File: config.mk
export PLATFORM = sky130hd
export DESIGN_NAME = sha1_hash_engine
export DESIGN_NICKNAME = d
export VERILOG_FILES = /design/src/sha1_pkg.sv /design/src/sha1_front.sv /design/src/sha1_back.sv /design/src/sha1_hash_engine.sv
export VERILOG_INCLUDE_DIRS = /design/src /design/src/src
export SDC_FILE = /design/constraint.sdc
export NUM_CORES = 2
export LEC_CHECK = 0
export BUFFER_PORTS_ARGS = -buffer_cell sky130_fd_sc_hd__buf_2
export CAP_MARGIN = 20
export CELL_PAD_IN_SITES_DETAIL_PLACEMENT = 0
export CELL_PAD_IN_SITES_GLOBAL_PLACEMENT = 1
export CORE_MARGIN = 5
export CORE_UTILIZATION = 45
export DETAILED_ROUTE_END_ITERATION = 12
export PLACE_DENSITY_LB_ADDON = 0.1
export SYNTH_ARGS = -nofsm -noshare
export SYNTH_HDL_FRONTEND = slang
export SYNTH_HIERARCHICAL = 1
export SYNTH_SLANG_ARGS = --single-unit
File: constraint.sdc
create_clock -name clock -period 6.8 [get_ports clock]
set_clock_uncertainty 0.2 [all_clocks]
set_input_delay 1.36 -clock clock [delete_from_list [all_inputs] [get_ports clock]]
set_output_delay 1.36 -clock clock [all_outputs]
set_load 0.02 [all_outputs]
File: src/sha1_hash_engine_macros.svh
// Assertion macros for the SHA-1 hash engine.
// Included by the top level; no other dependencies.
`ifndef SHA1_HASH_ENGINE_MACROS_SVH
`define SHA1_HASH_ENGINE_MACROS_SVH

`ifndef SYNTH
// Same-cycle implication, checked outside reset
`define SHA1_ASSERT_IMP(lbl, clk, rst, ante, cons) \
   lbl: assert property (@(posedge clk) disable iff (rst) (ante) |-> (cons)) \
      else $error("sha1 engine assertion failed");
// Next-cycle implication, checked outside reset
`define SHA1_ASSERT_NXT(lbl, clk, rst, ante, cons) \
   lbl: assert property (@(posedge clk) disable iff (rst) (ante) |=> (cons)) \
      else $error("sha1 engine assertion failed");
`else
`define SHA1_ASSERT_IMP(lbl, clk, rst, ante, cons)
`define SHA1_ASSERT_NXT(lbl, clk, rst, ante, cons)
`endif

`endif

File: src/sha1_pkg.sv
// Shared types, constants and round functions of the SHA-1 hash engine.
// No dependencies.
package sha1_pkg;

   // Input word: one message byte with flags
   typedef struct packed {
      logic [7:0] data_byte;
      logic       byte_present;
      logic       end_of_message;
   } req_type;

   // Result word: one digest word
   typedef struct packed {
      logic [31:0] digest_word;
      logic [2:0]  word_index;
      logic        last_word;
   } rsp_type;

   // Head of the item queue, front to back
   typedef struct packed {
      logic    valid;
      req_type item;
   } queue_out_type;

   localparam int QUEUE_DEPTH = 4;
   localparam int QUEUE_AW    = $clog2(QUEUE_DEPTH);
   localparam int QUEUE_CW    = $clog2(QUEUE_DEPTH + 1);

   localparam int         DIGEST_WORDS = 5;
   localparam logic [2:0] LAST_INDEX   = 3'd4;
   localparam logic [6:0] LAST_ROUND   = 7'd79;
   localparam logic [6:0] SCHED_ROUNDS = 7'd16;
   localparam logic [5:0] LAST_SLOT    = 6'd63;
   localparam logic [5:0] LENGTH_SLOT  = 6'd56;
   localparam logic [7:0] PAD_BYTE     = 8'h80;

   localparam logic [31:0] INIT_H0 = 32'h67452301;
   localparam logic [31:0] INIT_H1 = 32'hEFCDAB89;
   localparam logic [31:0] INIT_H2 = 32'h98BADCFE;
   localparam logic [31:0] INIT_H3 = 32'h10325476;
   localparam logic [31:0] INIT_H4 = 32'hC3D2E1F0;

   localparam logic [31:0] K_CH  = 32'h5A827999;
   localparam logic [31:0] K_P1  = 32'h6ED9EBA1;
   localparam logic [31:0] K_MAJ = 32'h8F1BBCDC;
   localparam logic [31:0] K_P2  = 32'hCA62C1D6;

   // Initial chaining value, word by word
   function automatic logic [31:0] init_h(input logic [2:0] i);
      logic [31:0] h;
      case (i)
         3'd0:    h = INIT_H0;
         3'd1:    h = INIT_H1;
         3'd2:    h = INIT_H2;
         3'd3:    h = INIT_H3;
         default: h = INIT_H4;
      endcase
      return h;
   endfunction

   // Round function by round number
   function automatic logic [31:0] round_f(input logic [6:0] t, input logic [31:0] b,
                                           input logic [31:0] c, input logic [31:0] d);
      logic [31:0] f;
      case (t) inside
         [7'd0:7'd19]:  f = (b & c) | (~b & d);
         [7'd40:7'd59]: f = (b & c) | (b & d) | (c & d);
         default:       f = b ^ c ^ d;
      endcase
      return f;
   endfunction

   // Round constant by round number
   function automatic logic [31:0] round_k(input logic [6:0] t);
      logic [31:0] k;
      case (t) inside
         [7'd0:7'd19]:  k = K_CH;
         [7'd20:7'd39]: k = K_P1;
         [7'd40:7'd59]: k = K_MAJ;
         default:       k = K_P2;
      endcase
      return k;
   endfunction

endpackage

File: src/sha1_front.sv
// Front end of the SHA-1 hash engine: takes input words, drops empty ones,
// and queues the rest for the back end. Depends on sha1_pkg.
module sha1_front import sha1_pkg::*; (
   input  logic          clock,
   input  logic          reset,
   input  logic          req_valid,
   output logic          req_stall,
   input  req_type       req_word,
   output queue_out_type q_head,
   input  logic          q_pop
);

   req_type               entry_ff [QUEUE_DEPTH];
   logic [QUEUE_AW-1:0]   wr_ff, wr_in;
   logic [QUEUE_AW-1:0]   rd_ff, rd_in;
   logic [QUEUE_CW-1:0]   cnt_ff, cnt_in;
   logic                  keep;
   logic                  push;

   // Stall only when the queue is full
   assign req_stall = (cnt_ff == QUEUE_CW'(QUEUE_DEPTH));

   // Drop words that carry neither a byte nor an end mark
   assign keep = req_word.byte_present | req_word.end_of_message;
   assign push = req_valid & ~req_stall & keep;

   assign q_head.valid = (cnt_ff != '0);
   assign q_head.item  = entry_ff[rd_ff];

   // Advance pointers and count
   always_comb begin
      wr_in  = push  ? wr_ff + QUEUE_AW'(1) : wr_ff;
      rd_in  = q_pop ? rd_ff + QUEUE_AW'(1) : rd_ff;
      cnt_in = cnt_ff + QUEUE_CW'(push) - QUEUE_CW'(q_pop);
   end

   always_ff @(posedge clock) begin
      if (reset) begin
         wr_ff  <= '0;
         rd_ff  <= '0;
         cnt_ff <= '0;
      end else begin
         wr_ff  <= wr_in;
         rd_ff  <= rd_in;
         cnt_ff <= cnt_in;
      end
   end

   // Store the incoming word
   always_ff @(posedge clock) begin
      if (push) begin
         entry_ff[wr_ff] <= req_word;
      end
   end

endmodule

File: src/sha1_back.sv
// Back end of the SHA-1 hash engine: packs bytes, pads, runs the rounds
// one per cycle and shifts out the digest. Depends on sha1_pkg.
module sha1_back import sha1_pkg::*; (
   input  logic          clock,
   input  logic          reset,
   input  queue_out_type q_head,
   output logic          q_pop,
   output logic          rsp_valid,
   input  logic          rsp_stall,
   output rsp_type       rsp_word
);

   typedef enum logic [4:0] {
      ST_FETCH = 5'b00001,
      ST_PAD   = 5'b00010,
      ST_COMP  = 5'b00100,
      ST_ADD   = 5'b01000,
      ST_OUT   = 5'b10000
   } state_type;

   state_type   state_ff, state_in;
   logic [5:0]  pos_ff, pos_in;
   logic [23:0] acc_ff, acc_in;
   logic [31:0] win_ff [16];
   logic [31:0] win_in [16];
   logic [31:0] reg_ff [5];
   logic [31:0] reg_in [5];
   logic [31:0] chain_ff [DIGEST_WORDS];
   logic [31:0] chain_in [DIGEST_WORDS];
   logic [63:0] bits_ff, bits_in;
   logic [6:0]  round_ff, round_in;
   logic [2:0]  idx_ff, idx_in;
   logic        mark_ff, mark_in;
   logic        len_ff, len_in;
   logic        pad_ff, pad_in;
   logic        fin_ff, fin_in;

   logic        put_en;
   logic [7:0]  put_byte;
   logic        len_sel;
   logic [7:0]  len_byte;
   logic [31:0] sched_w;
   logic [31:0] wt;
   logic [31:0] tmp;

   // Result port straight from registers
   assign rsp_valid            = (state_ff == ST_OUT);
   assign rsp_word.digest_word = chain_ff[0];
   assign rsp_word.word_index  = idx_ff;
   assign rsp_word.last_word   = (idx_ff == LAST_INDEX);

   // Padding byte choice: mark, zeros, then big-endian length
   assign len_sel  = mark_ff & (len_ff | (pos_ff == LENGTH_SLOT));
   assign len_byte = bits_ff[{~pos_ff[2:0], 3'b000} +: 8];

   // Message schedule and round sum
   assign sched_w = win_ff[13] ^ win_ff[8] ^ win_ff[2] ^ win_ff[0];
   assign wt      = (round_ff < SCHED_ROUNDS) ? win_ff[0] : {sched_w[30:0], sched_w[31]};
   assign tmp     = {reg_ff[0][26:0], reg_ff[0][31:27]}
                  + round_f(round_ff, reg_ff[1], reg_ff[2], reg_ff[3])
                  + reg_ff[4] + round_k(round_ff) + wt;

   always_comb begin
      state_in = state_ff;
      pos_in   = pos_ff;
      acc_in   = acc_ff;
      win_in   = win_ff;
      reg_in   = reg_ff;
      chain_in = chain_ff;
      bits_in  = bits_ff;
      round_in = round_ff;
      idx_in   = idx_ff;
      mark_in  = mark_ff;
      len_in   = len_ff;
      pad_in   = pad_ff;
      fin_in   = fin_ff;
      q_pop    = 1'b0;
      put_en   = 1'b0;
      put_byte = q_head.item.data_byte;

      case (state_ff)
         ST_FETCH: begin
            if (q_head.valid) begin
               q_pop = 1'b1;
               if (q_head.item.byte_present) begin
                  put_en  = 1'b1;
                  bits_in = bits_ff + 64'd8;
               end
               if (q_head.item.end_of_message) begin
                  pad_in = 1'b1;
               end
               if (q_head.item.byte_present && (pos_ff == LAST_SLOT)) begin
                  state_in = ST_COMP;
               end else if (q_head.item.end_of_message) begin
                  state_in = ST_PAD;
               end
            end
         end
         ST_PAD: begin
            put_en   = 1'b1;
            put_byte = !mark_ff ? PAD_BYTE : (len_sel ? len_byte : 8'h00);
            mark_in  = 1'b1;
            len_in   = len_sel;
            if (pos_ff == LAST_SLOT) begin
               state_in = ST_COMP;
               fin_in   = len_sel;
            end
         end
         ST_COMP: begin
            // One round: rotate working registers, slide the schedule window
            reg_in[0] = tmp;
            reg_in[1] = reg_ff[0];
            reg_in[2] = {reg_ff[1][1:0], reg_ff[1][31:2]};
            reg_in[3] = reg_ff[2];
            reg_in[4] = reg_ff[3];
            for (int i = 0; i < 15; i++) begin
               win_in[i] = win_ff[i+1];
            end
            win_in[15] = wt;
            round_in   = round_ff + 7'd1;
            if (round_ff == LAST_ROUND) begin
               state_in = ST_ADD;
            end
         end
         ST_ADD: begin
            for (int i = 0; i < DIGEST_WORDS; i++) begin
               chain_in[i] = chain_ff[i] + reg_ff[i];
            end
            idx_in = '0;
            if (fin_ff) begin
               state_in = ST_OUT;
            end else if (pad_ff) begin
               state_in = ST_PAD;
            end else begin
               state_in = ST_FETCH;
            end
         end
         ST_OUT: begin
            if (!rsp_stall) begin
               for (int i = 0; i < DIGEST_WORDS - 1; i++) begin
                  chain_in[i] = chain_ff[i+1];
               end
               chain_in[DIGEST_WORDS-1] = chain_ff[0];
               idx_in = idx_ff + 3'd1;
               if (idx_ff == LAST_INDEX) begin
                  // Message done: restore the chaining value and counters
                  for (int i = 0; i < DIGEST_WORDS; i++) begin
                     chain_in[i] = init_h(3'(i));
                  end
                  bits_in  = '0;
                  pos_in   = '0;
                  mark_in  = 1'b0;
                  len_in   = 1'b0;
                  pad_in   = 1'b0;
                  fin_in   = 1'b0;
                  idx_in   = '0;
                  state_in = ST_FETCH;
               end
            end
         end
         default: begin
            state_in = ST_FETCH;
         end
      endcase

      // Pack one byte; push each finished word into the window
      if (put_en) begin
         acc_in = {acc_ff[15:0], put_byte};
         pos_in = pos_ff + 6'd1;
         if (pos_ff[1:0] == 2'b11) begin
            for (int i = 0; i < 15; i++) begin
               win_in[i] = win_ff[i+1];
            end
            win_in[15] = {acc_ff, put_byte};
         end
      end

      // Load working registers when a block is complete
      if ((state_in == ST_COMP) && (state_ff != ST_COMP)) begin
         reg_in   = chain_ff;
         round_in = '0;
      end
   end

   always_ff @(posedge clock) begin
      if (reset) begin
         state_ff <= ST_FETCH;
         pos_ff   <= '0;
         bits_ff  <= '0;
         round_ff <= '0;
         idx_ff   <= '0;
         mark_ff  <= 1'b0;
         len_ff   <= 1'b0;
         pad_ff   <= 1'b0;
         fin_ff   <= 1'b0;
         for (int i = 0; i < DIGEST_WORDS; i++) begin
            chain_ff[i] <= init_h(3'(i));
         end
      end else begin
         state_ff <= state_in;
         pos_ff   <= pos_in;
         bits_ff  <= bits_in;
         round_ff <= round_in;
         idx_ff   <= idx_in;
         mark_ff  <= mark_in;
         len_ff   <= len_in;
         pad_ff   <= pad_in;
         fin_ff   <= fin_in;
         chain_ff <= chain_in;
      end
   end

   // Hold the datapath words
   always_ff @(posedge clock) begin
      acc_ff <= acc_in;
      win_ff <= win_in;
      reg_ff <= reg_in;
   end

endmodule

File: src/sha1_hash_engine.sv
// Channel   Ports                         Word
// input     req_valid/req_stall/req_word  req_type: data_byte, byte_present, end_of_message
// result    rsp_valid/rsp_stall/rsp_word  rsp_type: digest_word, word_index, last_word
//
// The back end packs queued bytes one at a time; each full 64-byte block then runs
// 80 rounds on one round unit, followed by the chaining add. An end word adds the
// padding bytes, one per cycle, one or two more blocks, and five result words.
// Synchronous reset clears control state and loads the initial chaining value.
// A four-word queue keeps taking input until full while the back end computes or waits
// on rsp_stall; a stalled digest word holds in its register.
// Top level of the SHA-1 hash engine. Depends on sha1_pkg, sha1_front,
// sha1_back and sha1_hash_engine_macros.svh.
`include "sha1_hash_engine_macros.svh"
module sha1_hash_engine import sha1_pkg::*; (
   input  logic    clock,
   input  logic    reset,
   input  logic    req_valid,
   output logic    req_stall,
   input  req_type req_word,
   output logic    rsp_valid,
   input  logic    rsp_stall,
   output rsp_type rsp_word
);

   queue_out_type q_head;
   logic          q_pop;

   // Accept and queue input words
   sha1_front u_front (
      .clock     (clock),
      .reset     (reset),
      .req_valid (req_valid),
      .req_stall (req_stall),
      .req_word  (req_word),
      .q_head    (q_head),
      .q_pop     (q_pop)
   );

   // Compress blocks and deliver the digest
   sha1_back u_back (
      .clock     (clock),
      .reset     (reset),
      .q_head    (q_head),
      .q_pop     (q_pop),
      .rsp_valid (rsp_valid),
      .rsp_stall (rsp_stall),
      .rsp_word  (rsp_word)
   );

   `SHA1_ASSERT_IMP(a_pop_nonempty, clock, reset, q_pop, q_head.valid)
   `SHA1_ASSERT_NXT(a_idx_step, clock, reset, rsp_valid && !rsp_stall && !rsp_word.last_word, rsp_valid && (rsp_word.word_index == $past(rsp_word.word_index) + 3'd1))
   `SHA1_ASSERT_NXT(a_digest_end, clock, reset, rsp_valid && !rsp_stall && rsp_word.last_word, !rsp_valid)

endmodule

==> results by group <==
Floorplanning
  – Core Box Area: 114000 µm²
  – Ports: 52
  – Initial core utilization: 45.2%
  – Site Rows: 124
  – Die area: 122000 µm²
  – Chip width: 349 µm
  – Chip height: 349 µm

Logic synthesis
  – Yosys warns: 6
  – Primary FF master, synth: dfxtp_1
  – Average cell area after synthesis: 9.85 µm²
  – Sequential share of the synthesized area: 42.8%
  – Area contributors post-synth: dfxtp_1 (30%), edfxtp_1 (13%), mux2_2 (11%)
  – Synth Instances: 5244
  – Share of the synthesized area in the top cell type: 29.7%
  – Top cell type by total area after synthesis: dfxtp_1
  – Mapped Area: 51600 µm²
  – Post-synth top cells: dfxtp_1 (767), nand2_1 (555), mux2_2 (482)
  – #FFs+latches synth: 991
  – Mapped Nets: 5590
  – Most frequent cell after synthesis: dfxtp_1
  – Fraction of registers with async set/reset: 0%
  – Post-synth EDFFs: 224
  – Netlist cell types: 86

STA
  – Final Hold Viols: 0
  – Rel. slew slack: 23.5%
  – Tmin final: 6.30 ns
  – Finish-stage setup viols: 0
  – Setup TNS: 0 ns
  – Worst setup margin: 0.496 ns
  – RSZ-0062 raised after global routing: false
  – Worst-Margin Slew: 1.14 ns
  – Post-route clock period utilization: 92.7%
  – Max Clk Rate: 0.159 GHz
  – Hold Slack: 0.254 ns
  – Slew Limit Fails: 0

Power and ir drop
  – Switching power: 3110 µW
  – LEAKAGE: 0.0231 µW
  – PD cells: 233 nW/µm²
  – Comb pwr share: 5.0%
  – P_int: 10100 µW
  – Register share of total power: 48.7%
  – Clock power frac: 46.4%
  – Switching share of power: 23.5%
  – Max IR drop VDD: 226 µV

Placement
  – Post-detail-place hpwl: 106 mm
  – Count of input and output buffers: 51
  – Place WS: 0.292 ns
  – Post-DP Area: 53100 µm²
  – GP Congestion: 0.889

Cells and area
  – Layout cell share with drive strength beyond 1: 15.6%
  – Area delta synth->final: 10.1%
  – Post-route cell area: 56900 µm²
  – Sequential cell area: 22100 µm²
  – Multi-input logic area: 27300 µm²
  – Fin nets: 5519
  – Fillers: 10800

Clock network
  – Hold bufs inserted after CTS: 0
  – TritonCTS buffer count: 108
  – CTS tree: yes
  – Root Driver: clkbuf_16
  – CTS sink cnt: 991
  – CTS H-tree lvls: 3
  – Reg clk slew, reported paths: 0.06 ns
  – Post-cts resize count: 0
  – Post-CTS setup buffer count: 0
  – Clk_lat worst skew: 0.71 ns
  – Clock Path Buffers: 3

Detailed routing
  – Final ANT Viol Nets: 0
  – Post-Route WL: 151 mm
  – Routed len/inst: 22.3 µm
  – DR pass1 iterations: 5
  – Drc violations: 0
  – Via density per instance: 5.63
  – Total number of vias: 38200
  – 1st-iter DRT viols: 2949

Global routing
  – Initial antenna violation count: 7
  – Total track usage: 24.1%
  – Global route total overflow: 0
  – First-pass GRT wire length: 228 mm
  – Number of global-route vias before repair: 36300
  – Largest net degree at the start of global routing: 194

Worst setup path
  – Startpoint types: register
  – Crit. End Element: register
  – Arrival time at the worst endpoint: 6.53 ns
  – Crit-path max FO: 14
  – WS Path Type: reg -> reg
  – CP required: 7.02 ns

Hold path
  – Type of the most critical hold path: reg -> reg

Status
  – Status: finished, final reports clean

Run
  – Max_cap viols: 0
per-stage QoR:
stage               utilization, %  instances  power [µW]
floorplan                        -       5244        6950
global placement              46.5       6575        7210
detailed placement            46.5       6575        7210
CTS                           49.8       6779       13400
global route                  49.8       6779       13700
finish                        49.8       6781       13200
critical path, cell delays in order, from the launching register on:
cell and delay [ns]:
dfxtp_1 0.38, ha_1 0.20, nor3_1 0.09, o21bai_1 0.13, nor4bb_4 0.47, nor2_1 0.13, buf_4 0.24, a221oi_1 0.38
fa_1 0.51, fa_1 0.51, inv_1 0.04, ha_1 0.20, inv_1 0.07, fa_1 0.21, nor2b_1 0.05, o21ai_0 0.31
a211o_1 0.20, nand3_1 0.13, a211oi_1 0.63, nor3_1 0.19, a21oi_1 0.31, o21ai_0 0.17, xor2_1 0.18, a21oi_1 0.08
sequential cells by signal (all words and copies together) (netlist names), 2 cells and up, named ones only:
register / cells
u_back/chain_ff: 128
u_back/round_ff: 7
u_front/cnt_ff: 3
u_back/bits_ff: 61
u_back/pos_ff: 6
u_back/win_ff: 512
u_back/reg_ff: 160
u_back/rsp_word: 32
u_front/entry_ff: 40
u_back/idx_ff: 3
u_front/wr_ff: 2
u_front/rd_ff: 2
u_back/acc_ff: 24
u_back/state_ff: 5
power by group through the flow:
stage / combinational, µW / sequential [µW] / clock, µW
2_1_floorplan: 507 / 6440 / 0
3_3_place_gp: 644 / 6560 / 0
3_5_place_dp: 655 / 6560 / 0
4_1_cts: 656 / 6440 / 6300
5_1_grt: 734 / 6460 / 6550
6_report: 655 / 6440 / 6140
worst paths after layout:
check,startpoint,slack (ns),end,cells after the start
setup / recovery,u_back/round_ff[0]$_SDFFE_PP0P_,0.50,u_back/reg_ff[159]$_DFFE_PP_,23
hold / removal,u_back/acc_ff[2]$_DFFE_PP_,0.25,u_back/acc_ff[10]$_DFFE_PP_,0
setup reg to reg,u_back/round_ff[0]$_SDFFE_PP0P_,0.50,u_back/reg_ff[159]$_DFFE_PP_,23
hold reg to reg,u_back/acc_ff[2]$_DFFE_PP_,0.25,u_back/acc_ff[10]$_DFFE_PP_,0
kinds of logic after synthesis:
family	count (synthesis)	share of synthesized area, %
buffers and inverters	588	4.64
AND/OR/NAND/NOR	1355	11.7
multiplexers	538	12.2
flip-flops	991	42.8
adder cells (fa/ha/maj)	332	9.88
AO/OA/AOI/OAI	1141	13.8
XOR/XNOR	299	5.07
placed cells by master (no fill, tap or decap), types with 80 or more instances in the layout:
cell type  synthesis  layout
a21oi_1          327     327
nand2_1          555     547
ha_1             206     206
a21o_1            91      91
nor3_1            82      80
mux2_2           482     482
nand3_1          108     108
clkbuf_16          0     118
xor2_1            94      94
xnor2_1          205     205
fa_1             126     126
edfxtp_1         224     224
inv_1            306     302
o21ai_0          337     336
dfxtp_1          767     767
nor2_1           379     377
per-layer routing:
layer / GRT usage (%) / wire, µm
met5: 0 / 0
met4: 4.77 / 2990
met3: 3.94 / 8250
met2: 38.6 / 67800
met1: 34.8 / 71900
cell type report:
cell class                      count  share of cell area (%)
Sequential cell                   991                    38.8
Tap cell                         1512                    3.33
Clock buffer                      159                    5.76
Inverter                          307                    2.03
Clock inverter                     45                   0.827
Antenna cell                        2                 0.00880
Timing Repair Buffer              100                    1.25
Multi-Input combinational cell   3665                    48.0
Note: power is estimated with default switching activity, not from simulation.
